`config.mk`:
```
export PLATFORM = sky130hd
export DESIGN_NAME = sync_length_crc_frame_deframer
export DESIGN_NICKNAME = d
export VERILOG_FILES = /design/src/hw/rtl/sldf_pkg.sv /design/src/hw/rtl/sldf_crc16_byte.sv /design/src/hw/rtl/sync_length_crc_frame_deframer.sv
export VERILOG_INCLUDE_DIRS = /design/src /design/src/hw/rtl
export SDC_FILE = /design/constraint.sdc
export NUM_CORES = 1
export LEC_CHECK = 0
export BUFFER_PORTS_ARGS = -buffer_cell sky130_fd_sc_hd__buf_2
export CAP_MARGIN = 20
export CORE_MARGIN = 4
export CORE_UTILIZATION = 64
export DETAILED_ROUTE_END_ITERATION = 8
export PLACE_DENSITY = 0.86
export SYNTH_ARGS = -nofsm -noshare
export SYNTH_HDL_FRONTEND = slang
export SYNTH_SLANG_ARGS = --single-unit
```
`constraint.sdc`:
```
create_clock -name clk -period 15.3 [get_ports clk]
set_input_delay 3.06 -clock clk [delete_from_list [all_inputs] [get_ports clk]]
set_output_delay 3.06 -clock clk [all_outputs]
set_load 0.1 [all_outputs]
```
`src/hw/rtl/sync_length_crc_frame_deframer_assert.svh`:
```
// ----------------------------------------------------------------------------
// Assertion macros for the sync / length / CRC frame deframer
// Shared concurrent assertion forms, clocked on the rising edge and
// disabled while reset is asserted.
// ----------------------------------------------------------------------------
`ifndef SYNC_LENGTH_CRC_FRAME_DEFRAMER_ASSERT_SVH
`define SYNC_LENGTH_CRC_FRAME_DEFRAMER_ASSERT_SVH

// same-cycle implication
`define SLDF_ASSERT_NOW(label, clk, rst_n, ante, cons) \
  label: assert property (@(posedge clk) disable iff (!rst_n) (ante) |-> (cons)) \
    else $error("deframer assertion failed");

// next-cycle implication
`define SLDF_ASSERT_NEXT(label, clk, rst_n, ante, cons) \
  label: assert property (@(posedge clk) disable iff (!rst_n) (ante) |=> (cons)) \
    else $error("deframer assertion failed");

`endif

```
`src/hw/rtl/sldf_pkg.sv`:
```
// ----------------------------------------------------------------------------
// sldf_pkg
// Types and constants shared by the frame deframer modules.
// ----------------------------------------------------------------------------
`timescale 1ns / 1ps

package sldf_pkg;

  localparam logic [15:0] CRC_INIT = 16'h1D0F;
  localparam logic [15:0] CRC_POLY = 16'h1021;

  localparam logic [15:0] TYPE_S1 = 16'h7331;
  localparam logic [15:0] TYPE_G1 = 16'h6731;
  localparam logic [15:0] TYPE_I1 = 16'h6931;

  localparam logic [7:0] SYNC_BYTE_RST       = 8'h55;
  localparam logic [8:0] MAX_FRAME_INDEX_RST = 9'd256;

  typedef enum logic [1:0] {
    CFG_SYNC_BYTE       = 2'd0,
    CFG_MAX_FRAME_INDEX = 2'd1
  } cfg_index_t;

  typedef enum logic {
    KIND_PAYLOAD = 1'b0,
    KIND_END     = 1'b1
  } kind_t;

  typedef enum logic [1:0] {
    CLASS_S1      = 2'd0,
    CLASS_G1      = 2'd1,
    CLASS_I1      = 2'd2,
    CLASS_UNKNOWN = 2'd3
  } type_class_t;

  typedef enum logic [1:0] {
    STATUS_CRC_GOOD = 2'd0,
    STATUS_CRC_BAD  = 2'd1,
    STATUS_OVERSIZE = 2'd2
  } frame_status_t;

  function automatic type_class_t class_of(input logic [15:0] t);
    type_class_t c;
    priority if (t == TYPE_S1) c = CLASS_S1;
    else if (t == TYPE_G1)     c = CLASS_G1;
    else if (t == TYPE_I1)     c = CLASS_I1;
    else                       c = CLASS_UNKNOWN;
    return c;
  endfunction

endpackage

```
`src/hw/rtl/sldf_crc16_byte.sv`:
```
// ----------------------------------------------------------------------------
// sldf_crc16_byte
// One-byte update of a CRC-16 with polynomial 0x1021, MSB first.
// ----------------------------------------------------------------------------
`timescale 1ns / 1ps

module sldf_crc16_byte (
  input  logic [15:0] crc_i,
  input  logic [7:0]  byte_i,
  output logic [15:0] crc_o
);
  import sldf_pkg::*;

  always_comb begin
    logic [15:0] c;
    c = crc_i ^ {byte_i, 8'h00};
    for (int k = 0; k < 8; k++) begin
      if (c[15]) begin
        c = {c[14:0], 1'b0} ^ CRC_POLY;
      end else begin
        c = {c[14:0], 1'b0};
      end
    end
    crc_o = c;
  end

endmodule

```
`src/hw/rtl/sync_length_crc_frame_deframer.sv`:
```
// ----------------------------------------------------------------------------
// sync_length_crc_frame_deframer
// Hunts for a double sync byte, then parses type, length, payload and a
// big-endian CRC-16, emitting payload bytes and one end report per frame.
// ----------------------------------------------------------------------------
// One received byte is taken per clock unless stalled. Each accepted item is
// parsed in the same cycle and its result, if any, appears in the output
// register on the next cycle; rate is one item per cycle when unstalled. The
// single output register sets the stall path: in_stall is high only while a
// result is held and out_stall is high. Configuration writes are always ready.
`timescale 1ns / 1ps

module sync_length_crc_frame_deframer (
  input  logic        clk,
  input  logic        rst_n,
  input  logic        in_valid,
  output logic        in_stall,
  input  logic [7:0]  in_rx_byte,
  output logic        out_valid,
  input  logic        out_stall,
  output logic        out_kind,
  output logic [7:0]  out_payload_byte,
  output logic [15:0] out_packet_type,
  output logic [1:0]  out_type_class,
  output logic [1:0]  out_frame_status,
  output logic [7:0]  out_payload_length,
  input  logic        cfg_valid,
  output logic        cfg_ready,
  input  logic [1:0]  cfg_index,
  input  logic [15:0] cfg_wdata
);
  import sldf_pkg::*;

  logic [7:0]  sync_byte_r;
  logic [8:0]  max_frame_index_r;

  logic        in_frame_r,      in_frame_nxt;
  logic        prev_sync_r,     prev_sync_nxt;
  logic [8:0]  frame_index_r,   frame_index_nxt;
  logic [7:0]  length_r,        length_nxt;
  logic [15:0] crc_r,           crc_nxt;
  logic [15:0] type_r,          type_nxt;
  logic [7:0]  crc_high_r,      crc_high_nxt;

  logic          out_valid_r;
  kind_t         out_kind_r,   kind_nxt;
  logic [7:0]    out_pb_r,     pb_nxt;
  logic [15:0]   out_type_r;
  type_class_t   out_class_r;
  frame_status_t out_status_r, status_nxt;
  logic [7:0]    out_len_r;

  logic        in_accept;
  logic        emit;
  logic [8:0]  idx_inc;
  logic [9:0]  payload_last;
  logic [15:0] crc_upd;
  logic        is_sync;

  assign cfg_ready = 1'b1;

  always_ff @(posedge clk) begin
    if (!rst_n) begin
      sync_byte_r       <= SYNC_BYTE_RST;
      max_frame_index_r <= MAX_FRAME_INDEX_RST;
    end else if (cfg_valid && cfg_ready) begin
      unique case (cfg_index)
        CFG_SYNC_BYTE:       sync_byte_r       <= cfg_wdata[7:0];
        CFG_MAX_FRAME_INDEX: max_frame_index_r <= cfg_wdata[8:0];
        default: ;
      endcase
    end
  end

  assign in_stall  = out_valid_r && out_stall;
  assign in_accept = in_valid && !in_stall;

  sldf_crc16_byte u_crc (
    .crc_i  (crc_r),
    .byte_i (in_rx_byte),
    .crc_o  (crc_upd)
  );

  assign is_sync      = (in_rx_byte == sync_byte_r);
  assign idx_inc      = frame_index_r + 9'd1;
  assign payload_last = {2'b00, length_r} + 10'd4;

  always_comb begin
    in_frame_nxt    = in_frame_r;
    prev_sync_nxt   = prev_sync_r;
    frame_index_nxt = frame_index_r;
    length_nxt      = length_r;
    crc_nxt         = crc_r;
    type_nxt        = type_r;
    crc_high_nxt    = crc_high_r;
    emit            = 1'b0;
    kind_nxt        = KIND_END;
    pb_nxt          = 8'h00;
    status_nxt      = STATUS_CRC_GOOD;
    if (!in_frame_r) begin
      if (prev_sync_r && is_sync) begin
        in_frame_nxt    = 1'b1;
        prev_sync_nxt   = 1'b0;
        frame_index_nxt = 9'd1;
        length_nxt      = 8'h00;
        crc_nxt         = CRC_INIT;
        type_nxt        = 16'h0000;
        crc_high_nxt    = 8'h00;
      end else begin
        prev_sync_nxt = is_sync;
      end
    end else begin
      frame_index_nxt = idx_inc;
      priority if (idx_inc > max_frame_index_r) begin
        in_frame_nxt  = 1'b0;
        prev_sync_nxt = 1'b0;
        emit          = 1'b1;
        status_nxt    = STATUS_OVERSIZE;
      end else if (idx_inc == 9'd2 || idx_inc == 9'd3) begin
        type_nxt = {type_r[7:0], in_rx_byte};
        crc_nxt  = crc_upd;
      end else if (idx_inc == 9'd4) begin
        length_nxt = in_rx_byte;
        crc_nxt    = crc_upd;
      end else if ({1'b0, idx_inc} <= payload_last) begin
        crc_nxt  = crc_upd;
        emit     = 1'b1;
        kind_nxt = KIND_PAYLOAD;
        pb_nxt   = in_rx_byte;
      end else if ({1'b0, idx_inc} == payload_last + 10'd1) begin
        crc_high_nxt = in_rx_byte;
      end else begin
        in_frame_nxt  = 1'b0;
        prev_sync_nxt = 1'b0;
        emit          = 1'b1;
        status_nxt    = ({crc_high_r, in_rx_byte} == crc_r) ? STATUS_CRC_GOOD
                                                            : STATUS_CRC_BAD;
      end
    end
  end

  always_ff @(posedge clk) begin
    if (!rst_n) begin
      in_frame_r    <= 1'b0;
      prev_sync_r   <= 1'b0;
      frame_index_r <= 9'd0;
      length_r      <= 8'h00;
      crc_r         <= CRC_INIT;
      type_r        <= 16'h0000;
      crc_high_r    <= 8'h00;
    end else if (in_accept) begin
      in_frame_r    <= in_frame_nxt;
      prev_sync_r   <= prev_sync_nxt;
      frame_index_r <= frame_index_nxt;
      length_r      <= length_nxt;
      crc_r         <= crc_nxt;
      type_r        <= type_nxt;
      crc_high_r    <= crc_high_nxt;
    end
  end

  always_ff @(posedge clk) begin
    if (!rst_n) begin
      out_valid_r <= 1'b0;
    end else if (!out_valid_r || !out_stall) begin
      out_valid_r <= in_accept && emit;
    end
  end

  // payload and length seen by the report are the values after this byte
  always_ff @(posedge clk) begin
    if (in_accept && emit) begin
      out_kind_r   <= kind_nxt;
      out_pb_r     <= pb_nxt;
      out_type_r   <= type_nxt;
      out_class_r  <= class_of(type_nxt);
      out_status_r <= status_nxt;
      out_len_r    <= length_nxt;
    end
  end

  assign out_valid          = out_valid_r;
  assign out_kind           = out_kind_r;
  assign out_payload_byte   = out_pb_r;
  assign out_packet_type    = out_type_r;
  assign out_type_class     = out_class_r;
  assign out_frame_status   = out_status_r;
  assign out_payload_length = out_len_r;

  `include "sync_length_crc_frame_deframer_assert.svh"

  `SLDF_ASSERT_NOW(a_payload_status, clk, rst_n, out_valid_r && out_kind_r == KIND_PAYLOAD, out_status_r == STATUS_CRC_GOOD)
  `SLDF_ASSERT_NOW(a_end_no_byte, clk, rst_n, out_valid_r && out_kind_r == KIND_END, out_pb_r == 8'h00)
  `SLDF_ASSERT_NOW(a_frame_index, clk, rst_n, in_frame_r, frame_index_r != 9'd0)
  `SLDF_ASSERT_NEXT(a_hunt_silent, clk, rst_n, in_accept && !in_frame_r, !out_valid_r)

endmodule

```
==> flow_summary_export.csv, run 1 <==
group,metric,value,unit
pwr,swShare,22.3,%
synthesis,synthMuxAreaShare,4.77,%
die,dieArea,11900,um^2
hold_path,min_to,"max_frame_index_r[2]",
sta,finClkSkew,9.43,ps
drt,post_drt_via_cell_ratio,6.38,
synthesis,synth_top_family_by_area,"simple AND/OR/NAND/NOR gates",
setup_path,critPathArrivalTime,3740,ps
synthesis,synthXorXnorAreaFrac,10.2,%
hold_path,hold_depth,2,
synthesis,synthSimpleGateAreaFrac,20.5,%
sta,tns,0,ps
grt,grt-ovfl-total,0,
sta,worst_slack,8500,ps
clock_network,cts_resized,0,
pwr,intPower,560,uW
layout,diodes,0,
setup_path,r2r_start,"frame_index_r[0]",
hold_path,hold_class,"flop to flop",
drt,antenna_left,0,
sta,drv_slew,0,
setup_path,endpoint_kind,"output port",
layout,fillers,676,
pwr,ir_drop,84.5,uV
die,rows,36,
pwr,power.leakage,0.00286,uW
die,core_area,9860,um^2
grt,grt_pass1_vias,5521,
die,die_h,109,um
pwr,switching_power,160,uW
drt,via_count,5752,
clock_network,clock_path_buffers,2,
synthesis,synthesis.nets,766,
synthesis,synthCells,716,
setup_path,r2r_cells,14,
synthesis,synth.most_common_cell,"nand2_1",
synthesis,synth_seq_area_share,40.6,%
clock_network,clkLatencyLatePin,540,ps
setup_path,r2r_slack,10310,ps
drt,finalWirelength,16500,um
setup_path,crit_fanout,4,
synthesis,synth_edf_count,37,
synthesis,yosysTopAreaCellShare,23.6,%
synthesis,yosys.area.top_type,"dfxtp_1",
synthesis,synth_adder_area_share,3.64,%
synthesis,yosys-top-cells-area,"dfxtp_1 24%, edfxtp_1 17%, xnor2_1 7.9%, mux2i_1 4.6%, nand2_1 4.6%",
drt,drc,0,
sta,tightest_slew,1080,ps
setup_path,required,12240,ps
setup_path,worstPathCellList,"buf_2, nand2_1, inv_1, buf_2",
clock_network,cts-root-buf,"clkbuf_8",
synthesis,synth.top_cells.by_count,"80 x nand2_1, 77 x dfxtp_1, 59 x xnor2_1",
die,start_util,66.2,%
grt,grt_util_all_layers,29.4,%
sta,max_freq,147,MHz
setup_path,crit_type,"input pin to output port",
clock_network,cts_tree,"done",
grt,grt_first_pass_wirelength,26800,um
place,place_congestion,0.924,
place,post-dp-hpwl,11200,um
synthesis,ys_ff_latch,114,
hold_path,hold_start,"max_frame_index_r[2]",
setup_path,max_stage_delay,420,ps
sta,worst_hold_slack,490,ps
sta,fin_crit,6800,ps
sta,fin_crit_sh,44.4,%
drt,routedWlPerCell,18.3,um
place,place_ws,8500,ps
drt,drt_pass1_iterations,5,
layout,nNetsFinal,805,
layout,layout-area-overhead-vs-synth,13.4,%
drt,drt_iter0_drc,567,
setup_path,critical_path_buf_inv_count,3,
clock_network,clk_pin_slew,50,ps
pwr,p_clk_share,49.8,%
pwr,p_seq_share,44.4,%
sta,finalSetupViolations,0,
pwr,power_frac_comb,5.9,%
sta,hold_viol,0,
clock_network,post-cts-setup-buffer-count,0,
synthesis,netlist_area,6530,um^2
grt,grt_max_degree,59,
clock_network,cts_sinks,114,
run,cap_violations,0,
setup_path,slowest_stage,"buf_2",
die,fp.dieW,109,um
pwr,p_per_area,97.3,nW/um^2
grt,antenna_found_initial,0,
setup_path,r2r-end,"out_type_class[1]",
sta,rsz0062_at_grt,"no",
layout,drive_gt1_share,14.7,%
setup_path,critPathTopFamily,"buffers and inverters",
clock_network,cts_buffers,17,
setup_path,path_common_cell,"buf_2",
synthesis,ys_types,67,
die,ioPinCount,71,
clock_network,htree_num_levels,4,
synthesis,synth_compound_area_share,15.1,%
place,port_buffers,62,
setup_path,worstSetupStartpointType,"input pin",
synthesis,avgSynthCellArea,9.13,um^2
sta,relSlewSlack,27.6,%
layout,post-route-util,75.1,%
clock_network,ctsHoldBuffers,0,
synthesis,synth_flop_cell,"dfxtp_1",
outcome,status,"finished, final reports clean",
synthesis,async_reset_ff_share,0,%
synthesis,ys_warn_count,0,
-- tightest hold or removal path: stages, from the launching register on --
cell     delay, ps
dfxtp_1        320
mux2i_1         70
nor2_1          70
-- power groups by stage --
stage	Combinational (uW)	Sequential [uW]	Clock, uW
finish	42.4	320	359
global route	46.1	320	379
global placement	39.3	325	0
detailed placement	41.1	326	0
CTS	41.8	320	363
floorplan	30.6	324	0
-- logic make-up (layout without fill, tap and decap cells) --
| logic type | after synthesis | count (layout) |
|---|---|---|
| simple gates | 255 | 255 |
| compound gates | 141 | 141 |
| flops | 114 | 114 |
| buf+inv | 81 | 133 |
| xor+xnor | 74 | 74 |
| mux | 31 | 31 |
| fa+ha+maj | 19 | 19 |
| other cells | 1 | 1 |
-- worst max path at each step --
stage / startpoint / end / slack [ps] / depth (start not counted)
after floorplan: out_stall / in_stall / 8440 / 2
after global placement: out_stall / in_stall / 8530 / 4
after detailed placement: out_stall / in_stall / 8500 / 4
after CTS: out_stall / in_stall / 8490 / 4
after global routing: out_stall / in_stall / 8480 / 4
final: out_stall / in_stall / 8500 / 4
-- layout make-up --
type / instances / area (um^2) / area share [%]
multi-input combinational: 521 / 3550 / 48.0
sequential: 114 / 2650 / 35.8
clock buffer: 24 / 440 / 5.95
timing repair buffer: 72 / 398 / 5.37
tap: 133 / 166 / 2.25
inverter: 29 / 109 / 1.47
clock inverter: 8 / 87.6 / 1.18
-- through the flow --
step | instance area [um^2] | total power, uW | std cells
finish | 7410 | 721 | 901
global route | 7410 | 745 | 901
CTS | 7390 | 724 | 900
detailed placement | 6860 | 367 | 868
global placement | 6860 | 365 | 868
floorplan | 6530 | 355 | 716
-- state kept, by name (all words and copies together), names as in the netlist --
name	flops
out_frame_status	2
length_r	8
type_r	16
out_valid	1
prev_sync_r	1
sync_byte_r	8
in_frame_r	1
out_type_class	2
crc_r	16
out_packet_type	16
max_frame_index_r	9
crc_high_r	8
out_kind	1
out_payload_length	8
frame_index_r	9
out_payload_byte	8
-- layout by cell type, fill, tap and decap left out, types with 12 or more instances in the layout --
| cell type | Yosys | final |
|---|---|---|
| a21oi_1 | 13 | 12 |
| a31oi_1 | 26 | 26 |
| buf_2 | 10 | 62 |
| clkbuf_16 | 0 | 16 |
| dfxtp_1 | 77 | 77 |
| edfxtp_1 | 37 | 37 |
| ha_1 | 19 | 19 |
| inv_1 | 29 | 29 |
| mux2i_1 | 30 | 30 |
| nand2_1 | 80 | 80 |
| nand3_1 | 25 | 25 |
| nand4_1 | 19 | 19 |
| nor2_1 | 35 | 35 |
| nor3_1 | 22 | 22 |
| nor4_1 | 12 | 12 |
| o211ai_1 | 14 | 14 |
| o21ai_0 | 33 | 33 |
| xnor2_1 | 59 | 59 |
| xor2_1 | 14 | 14 |
-- metal layers --
| metal | routed length, um | GRT usage (%) | part of all wire, % | vias to the layer above |
|---|---|---|---|---|
| li1 | - | - | - | 2678 |
| met1 | 6460 | 35.2 | 39 | 2713 |
| met2 | 8040 | 48.0 | 49 | 300 |
| met3 | 1420 | 7.10 | 8.6 | 61 |
| met4 | 609 | 17.0 | 3.7 | 0 |
| met5 | 0 | 0 | 0 | - |
(Power assumes the default switching activity.)
==> run 2, diff against run 1 <==
- CORE_UTILIZATION: 64 -> 54
- PLACE_DENSITY: 0.86 -> 0.77
- clock period: 15.3 -> 5.5 ns (I/O delays scaled with it)
==> flow_summary_export.csv, run 2 (synthesis results as in run 1) <==
group,metric,value,unit
drt,wl_met2,7900,um
setup_path,max_stage_delay,570,ps
setup_path,r2r_start,"frame_index_r[0]",
outcome,status,"finished, final reports clean",
drt,met1_length,7120,um
pwr,p_seq_share,40.4,%
layout,nNetsFinal,809,
place,place_ws,891,ps
drt,drt_pass1_iterations,5,
layout,layout_commonest_cell,"nand2_1",
sta,max_freq,214,MHz
clock_network,cts_tree,"done",
die,fp.dieW,118,um
pwr,intPower,1730,uW
setup_path,worstPathCellList,"ha_1, and4_1, nand4_1, xnor2_1, buf_4, ha_1, or3b_1, nor3_1, nor3_1, and2_1, a211oi_2, buf_4, inv_1, a21oi_4, buf_12",
setup_path,crit_fanout,21,
sta,worst_slack,833,ps
layout,diodes,0,
die,dieArea,13900,um^2
setup_path,slowest_stage,"dfxtp_1",
drt,drt_iter0_drc,533,
clock_network,cts_buffers,17,
sta,relSlewSlack,30.5,%
die,ioPinCount,71,
setup_path,endpoint_kind,"flop",
setup_path,crit_type,"flop to flop",
sta,finClkSkew,10.4,ps
pwr,p_clk_share,54.2,%
grt,grt-ovfl-total,0,
drt,met3_length,1300,um
grt,grt_pass1_vias,5510,
clock_network,cts_resized,0,
clock_network,post-cts-setup-buffer-count,0,
hold_path,hold_start,"max_frame_index_r[5]",
setup_path,critPathArrivalTime,4790,ps
die,rows,39,
die,core_area,11600,um^2
drt,finalWirelength,16600,um
drt,via_count,5661,
setup_path,startpoint,"frame_index_r[0]",
sta,finalSetupViolations,0,
layout,layout_common_cells,"80 x nand2_1, 77 x dfxtp_1, 62 x buf_2",
clock_network,htree_num_levels,4,
pwr,swShare,21.5,%
grt,antenna_found_initial,0,
sta,fin_crit_sh,84.9,%
setup_path,r2r_slack,830,ps
setup_path,worstSetupStartpointType,"flop",
pwr,power.leakage,0.00294,uW
sta,tns,0,ps
pwr,p_per_area,291,nW/um^2
pwr,ir_drop,247,uV
sta,drv_slew,0,
place,place_congestion,0.914,
run,cap_violations,0,
pwr,power_frac_comb,5.3,%
drt,post_drt_via_cell_ratio,6.19,
drt,antenna_left,0,
sta,fin_crit,4670,ps
hold_path,hold_class,"flop to flop",
die,start_util,56.3,%
clock_network,cts-root-buf,"clkbuf_16",
clock_network,cts_sinks,114,
clock_network,clock_path_buffers,2,
clock_network,ctsHoldBuffers,0,
grt,grt_max_degree,59,
layout,layout-area-overhead-vs-synth,15.7,%
die,die_h,118,um
place,port_buffers,62,
setup_path,required,5620,ps
place,post-dp-hpwl,11700,um
grt,grt_first_pass_wirelength,27800,um
pwr,switching_power,474,uW
clock_network,clkLatencyLatePin,410,ps
drt,routedWlPerCell,18.2,um
sta,rsz0062_at_grt,"no",
sta,hold_viol,0,
sta,tightest_slew,1040,ps
drt,drc,0,
grt,grt_util_all_layers,24.5,%
drt,top_layer_used,"met4",
clock_network,clk_pin_slew,50,ps
layout,drive_gt1_share,16.1,%
run 2: critical path: cells and delay by family (launching register included):
kind | cells | cell delay [ps]
and+or+nand+nor | 6 | 1300
AOI/OAI and AO/OA | 2 | 850
buffers and inverters | 4 | 800
adders and majority gates | 2 | 680
DFF | 1 | 570
xor gates and xnor gates | 1 | 160
run 2: final timing paths:
check                          to  depth (start not counted)
min          max_frame_index_r[5]                          2
max reg2reg   out_packet_type[15]                         15
max           out_packet_type[15]                         15
min reg2reg  max_frame_index_r[5]                          2
run 2: power by group through the flow:
stage	clock (uW)	combinational (uW)	sequential, uW
after floorplan	0	85.1	903
after global placement	0	111	905
after detailed placement	0	115	906
after CTS	1210	116	889
after global routing	1260	129	890
final	1190	117	889
run 2: metal layers:
| metal | up-vias | GRT usage, % |
|---|---|---|
| met5 | - | 0 |
| met4 | 0 | 7.69 |
| met3 | 32 | 7.30 |
| met2 | 247 | 39.6 |
| met1 | 2697 | 31.5 |
| li1 | 2685 | - |
run 2: stage by stage:
step / instances / hold WS, ps / total power (uW) / cell area, um^2 / util (%)
4_1_cts: 914 / 498 / 2210 / 7550 / 65.1
6_report: 915 / 492 / 2200 / 7560 / 65.1
5_1_grt: 915 / 522 / 2270 / 7560 / 65.1
2_1_floorplan: 716 / 463 / 988 / 6540 / -
3_5_place_dp: 882 / 485 / 1020 / 6910 / 59.5
3_3_place_gp: 882 / 479 / 1020 / 6910 / 59.5
run 2: cell type report:
cell class              instances  area (um^2)
clock inverters                13          208
well taps                     143          179
clock buffers                  19          433
multi-input cells             521         3550
inverters                      29          109
repair buffers                 76          428
flip-flops and latches        114         2650
fillers                       969         4050
==> run 3, diff against run 2 <==
- clock period: 5.5 -> 3.7 ns (I/O delays scaled with it)
==> flow_summary_export.csv, run 3 (synthesis results as in run 1) <==
group,metric,value,unit
layout,final_cell_count_no_fill,943,
clock_network,htree_num_levels,4,
run,cap_violations,0,
die,ioPinCount,71,
layout,post-route-util,67.7,%
pwr,power.leakage,0.00308,uW
grt,grt_max_degree,58,
sta,hold_viol,0,
sta,finClkSkew,9.19,ps
setup_path,required,4020,ps
sta,max_freq,279,MHz
grt,grt_pass1_vias,5600,
die,die_h,118,um
clock_network,cts_tree,"done",
layout,layout_common_cells,"79 x nand2_1, 75 x dfxtp_1, 62 x buf_2",
setup_path,worstPathCellList,"ha_4, and4_4, nand4_1, xnor2_2, buf_4, ha_1, and3_1, o2111ai_1, a211oi_1, nor4_2, nand2_1, or3b_1, a32o_1",
die,rows,39,
grt,grt-ovfl-total,0,
clock_network,cts_sinks,114,
layout,drive_gt1_share,21.1,%
sta,rsz0062_at_grt,"yes",
drt,drt_pass1_iterations,5,
drt,antenna_left,0,
setup_path,crit_fanout,5,
clock_network,clk_pin_slew,60,ps
clock_network,cts-root-buf,"clkbuf_16",
sta,worst_slack,114,ps
die,start_util,56.3,%
sta,relSlewSlack,49.8,%
place,place_ws,-59.3,ps
drt,drt_iter0_drc,535,
drt,via_count,5875,
setup_path,critPathArrivalTime,3900,ps
setup_path,max_stage_delay,640,ps
drt,post_drt_via_cell_ratio,6.23,
clock_network,clkLatencyLatePin,420,ps
sta,fin_crit_sh,96.9,%
layout,diodes,0,
die,fp.dieW,118,um
die,core_area,11600,um^2
hold_path,hold_class,"flop to flop",
grt,antenna_found_initial,0,
clock_network,clock_path_buffers,2,
pwr,ir_drop,458,uV
die,dieArea,13900,um^2
drt,finalWirelength,17700,um
sta,finalSetupViolations,0,
setup_path,worstSetupStartpointType,"flop",
sta,tns,0,ps
grt,grt_util_all_layers,25.2,%
pwr,p_per_area,405,nW/um^2
layout,layout_commonest_cell,"nand2_1",
drt,routedWlPerCell,18.8,um
sta,fin_crit,3590,ps
clock_network,cts_buffers,17,
place,place_congestion,0.911,
place,placed_cells,902,
sta,tightest_slew,747,ps
sta,drv_slew,0,
place,port_buffers,62,
setup_path,crit_type,"flop to flop",
place,post-dp-hpwl,12300,um
setup_path,slowest_stage,"nor4_2",
layout,layout-area-overhead-vs-synth,20.3,%
layout,nNetsFinal,837,
outcome,status,"finished, final reports clean",
setup_path,endpoint_kind,"flop",
drt,drc,0,
grt,grt_first_pass_wirelength,28400,um
-- run 3: report_power, final --
group          internal (uW)  switching (uW)  leakage (uW)
combinational           71.4             113       0.00182
sequential              1300            18.2      0.000972
clock                   1070             616      0.000289
total                   2440             747       0.00308
-- run 3: per-layer routing --
metal / GRT usage (%) / part of all wire [%] / vias to the layer above
met3: 5.81 / 7.1 / 44
met5: 0 / 0 / -
met4: 10.1 / 2.6 / 0
met1: 31.3 / 41 / 2826
met2: 42.5 / 49 / 268
li1: - / - / 2737
-- run 3: area by class of cell --
cell class	count	area, um^2
fillers	928	3750
multi-input cells	522	3660
flip-flops and latches	114	2660
clock buffers	18	429
inverters	29	111
repair buffers	103	647
clock inverters	14	179
well taps	143	179
-- run 3: stage by stage --
stage               power [uW]  area [um^2]  hold slack (ps)
floorplan                 1470         6610              463
global placement          1510         7130              456
detailed placement        1520         7130              471
CTS                       3190         7770              475
global route              3270         7860              500
finish                    3190         7860              477
-- run 3: worst max-delay path: cells and delay by family (launching register included) --
kind,cells,cell delay [ps]
xor+xnor,1,270
buf+inv,1,190
compound gates,3,470
flops,1,360
simple gates,6,1810
fa+ha+maj,2,380
-- run 3: repair_timing --
item,CTS,global route
setup buffers,3,4
pin swaps,2,7
endpoints found under the setup margin,34,76
resized for setup,3,10
gates cloned,0,1
hold buffers,0,0
-- run 3: worst paths after layout --
path                                        from  cells after the start          endpoint  slack [ps]
worst min-delay path            frame_index_r[6]                      1  frame_index_r[6]         480
worst max register to register  frame_index_r[1]                     13        in_frame_r         110
worst max-delay path            frame_index_r[1]                     13        in_frame_r         110
worst min register to register  frame_index_r[6]                      1  frame_index_r[6]         480
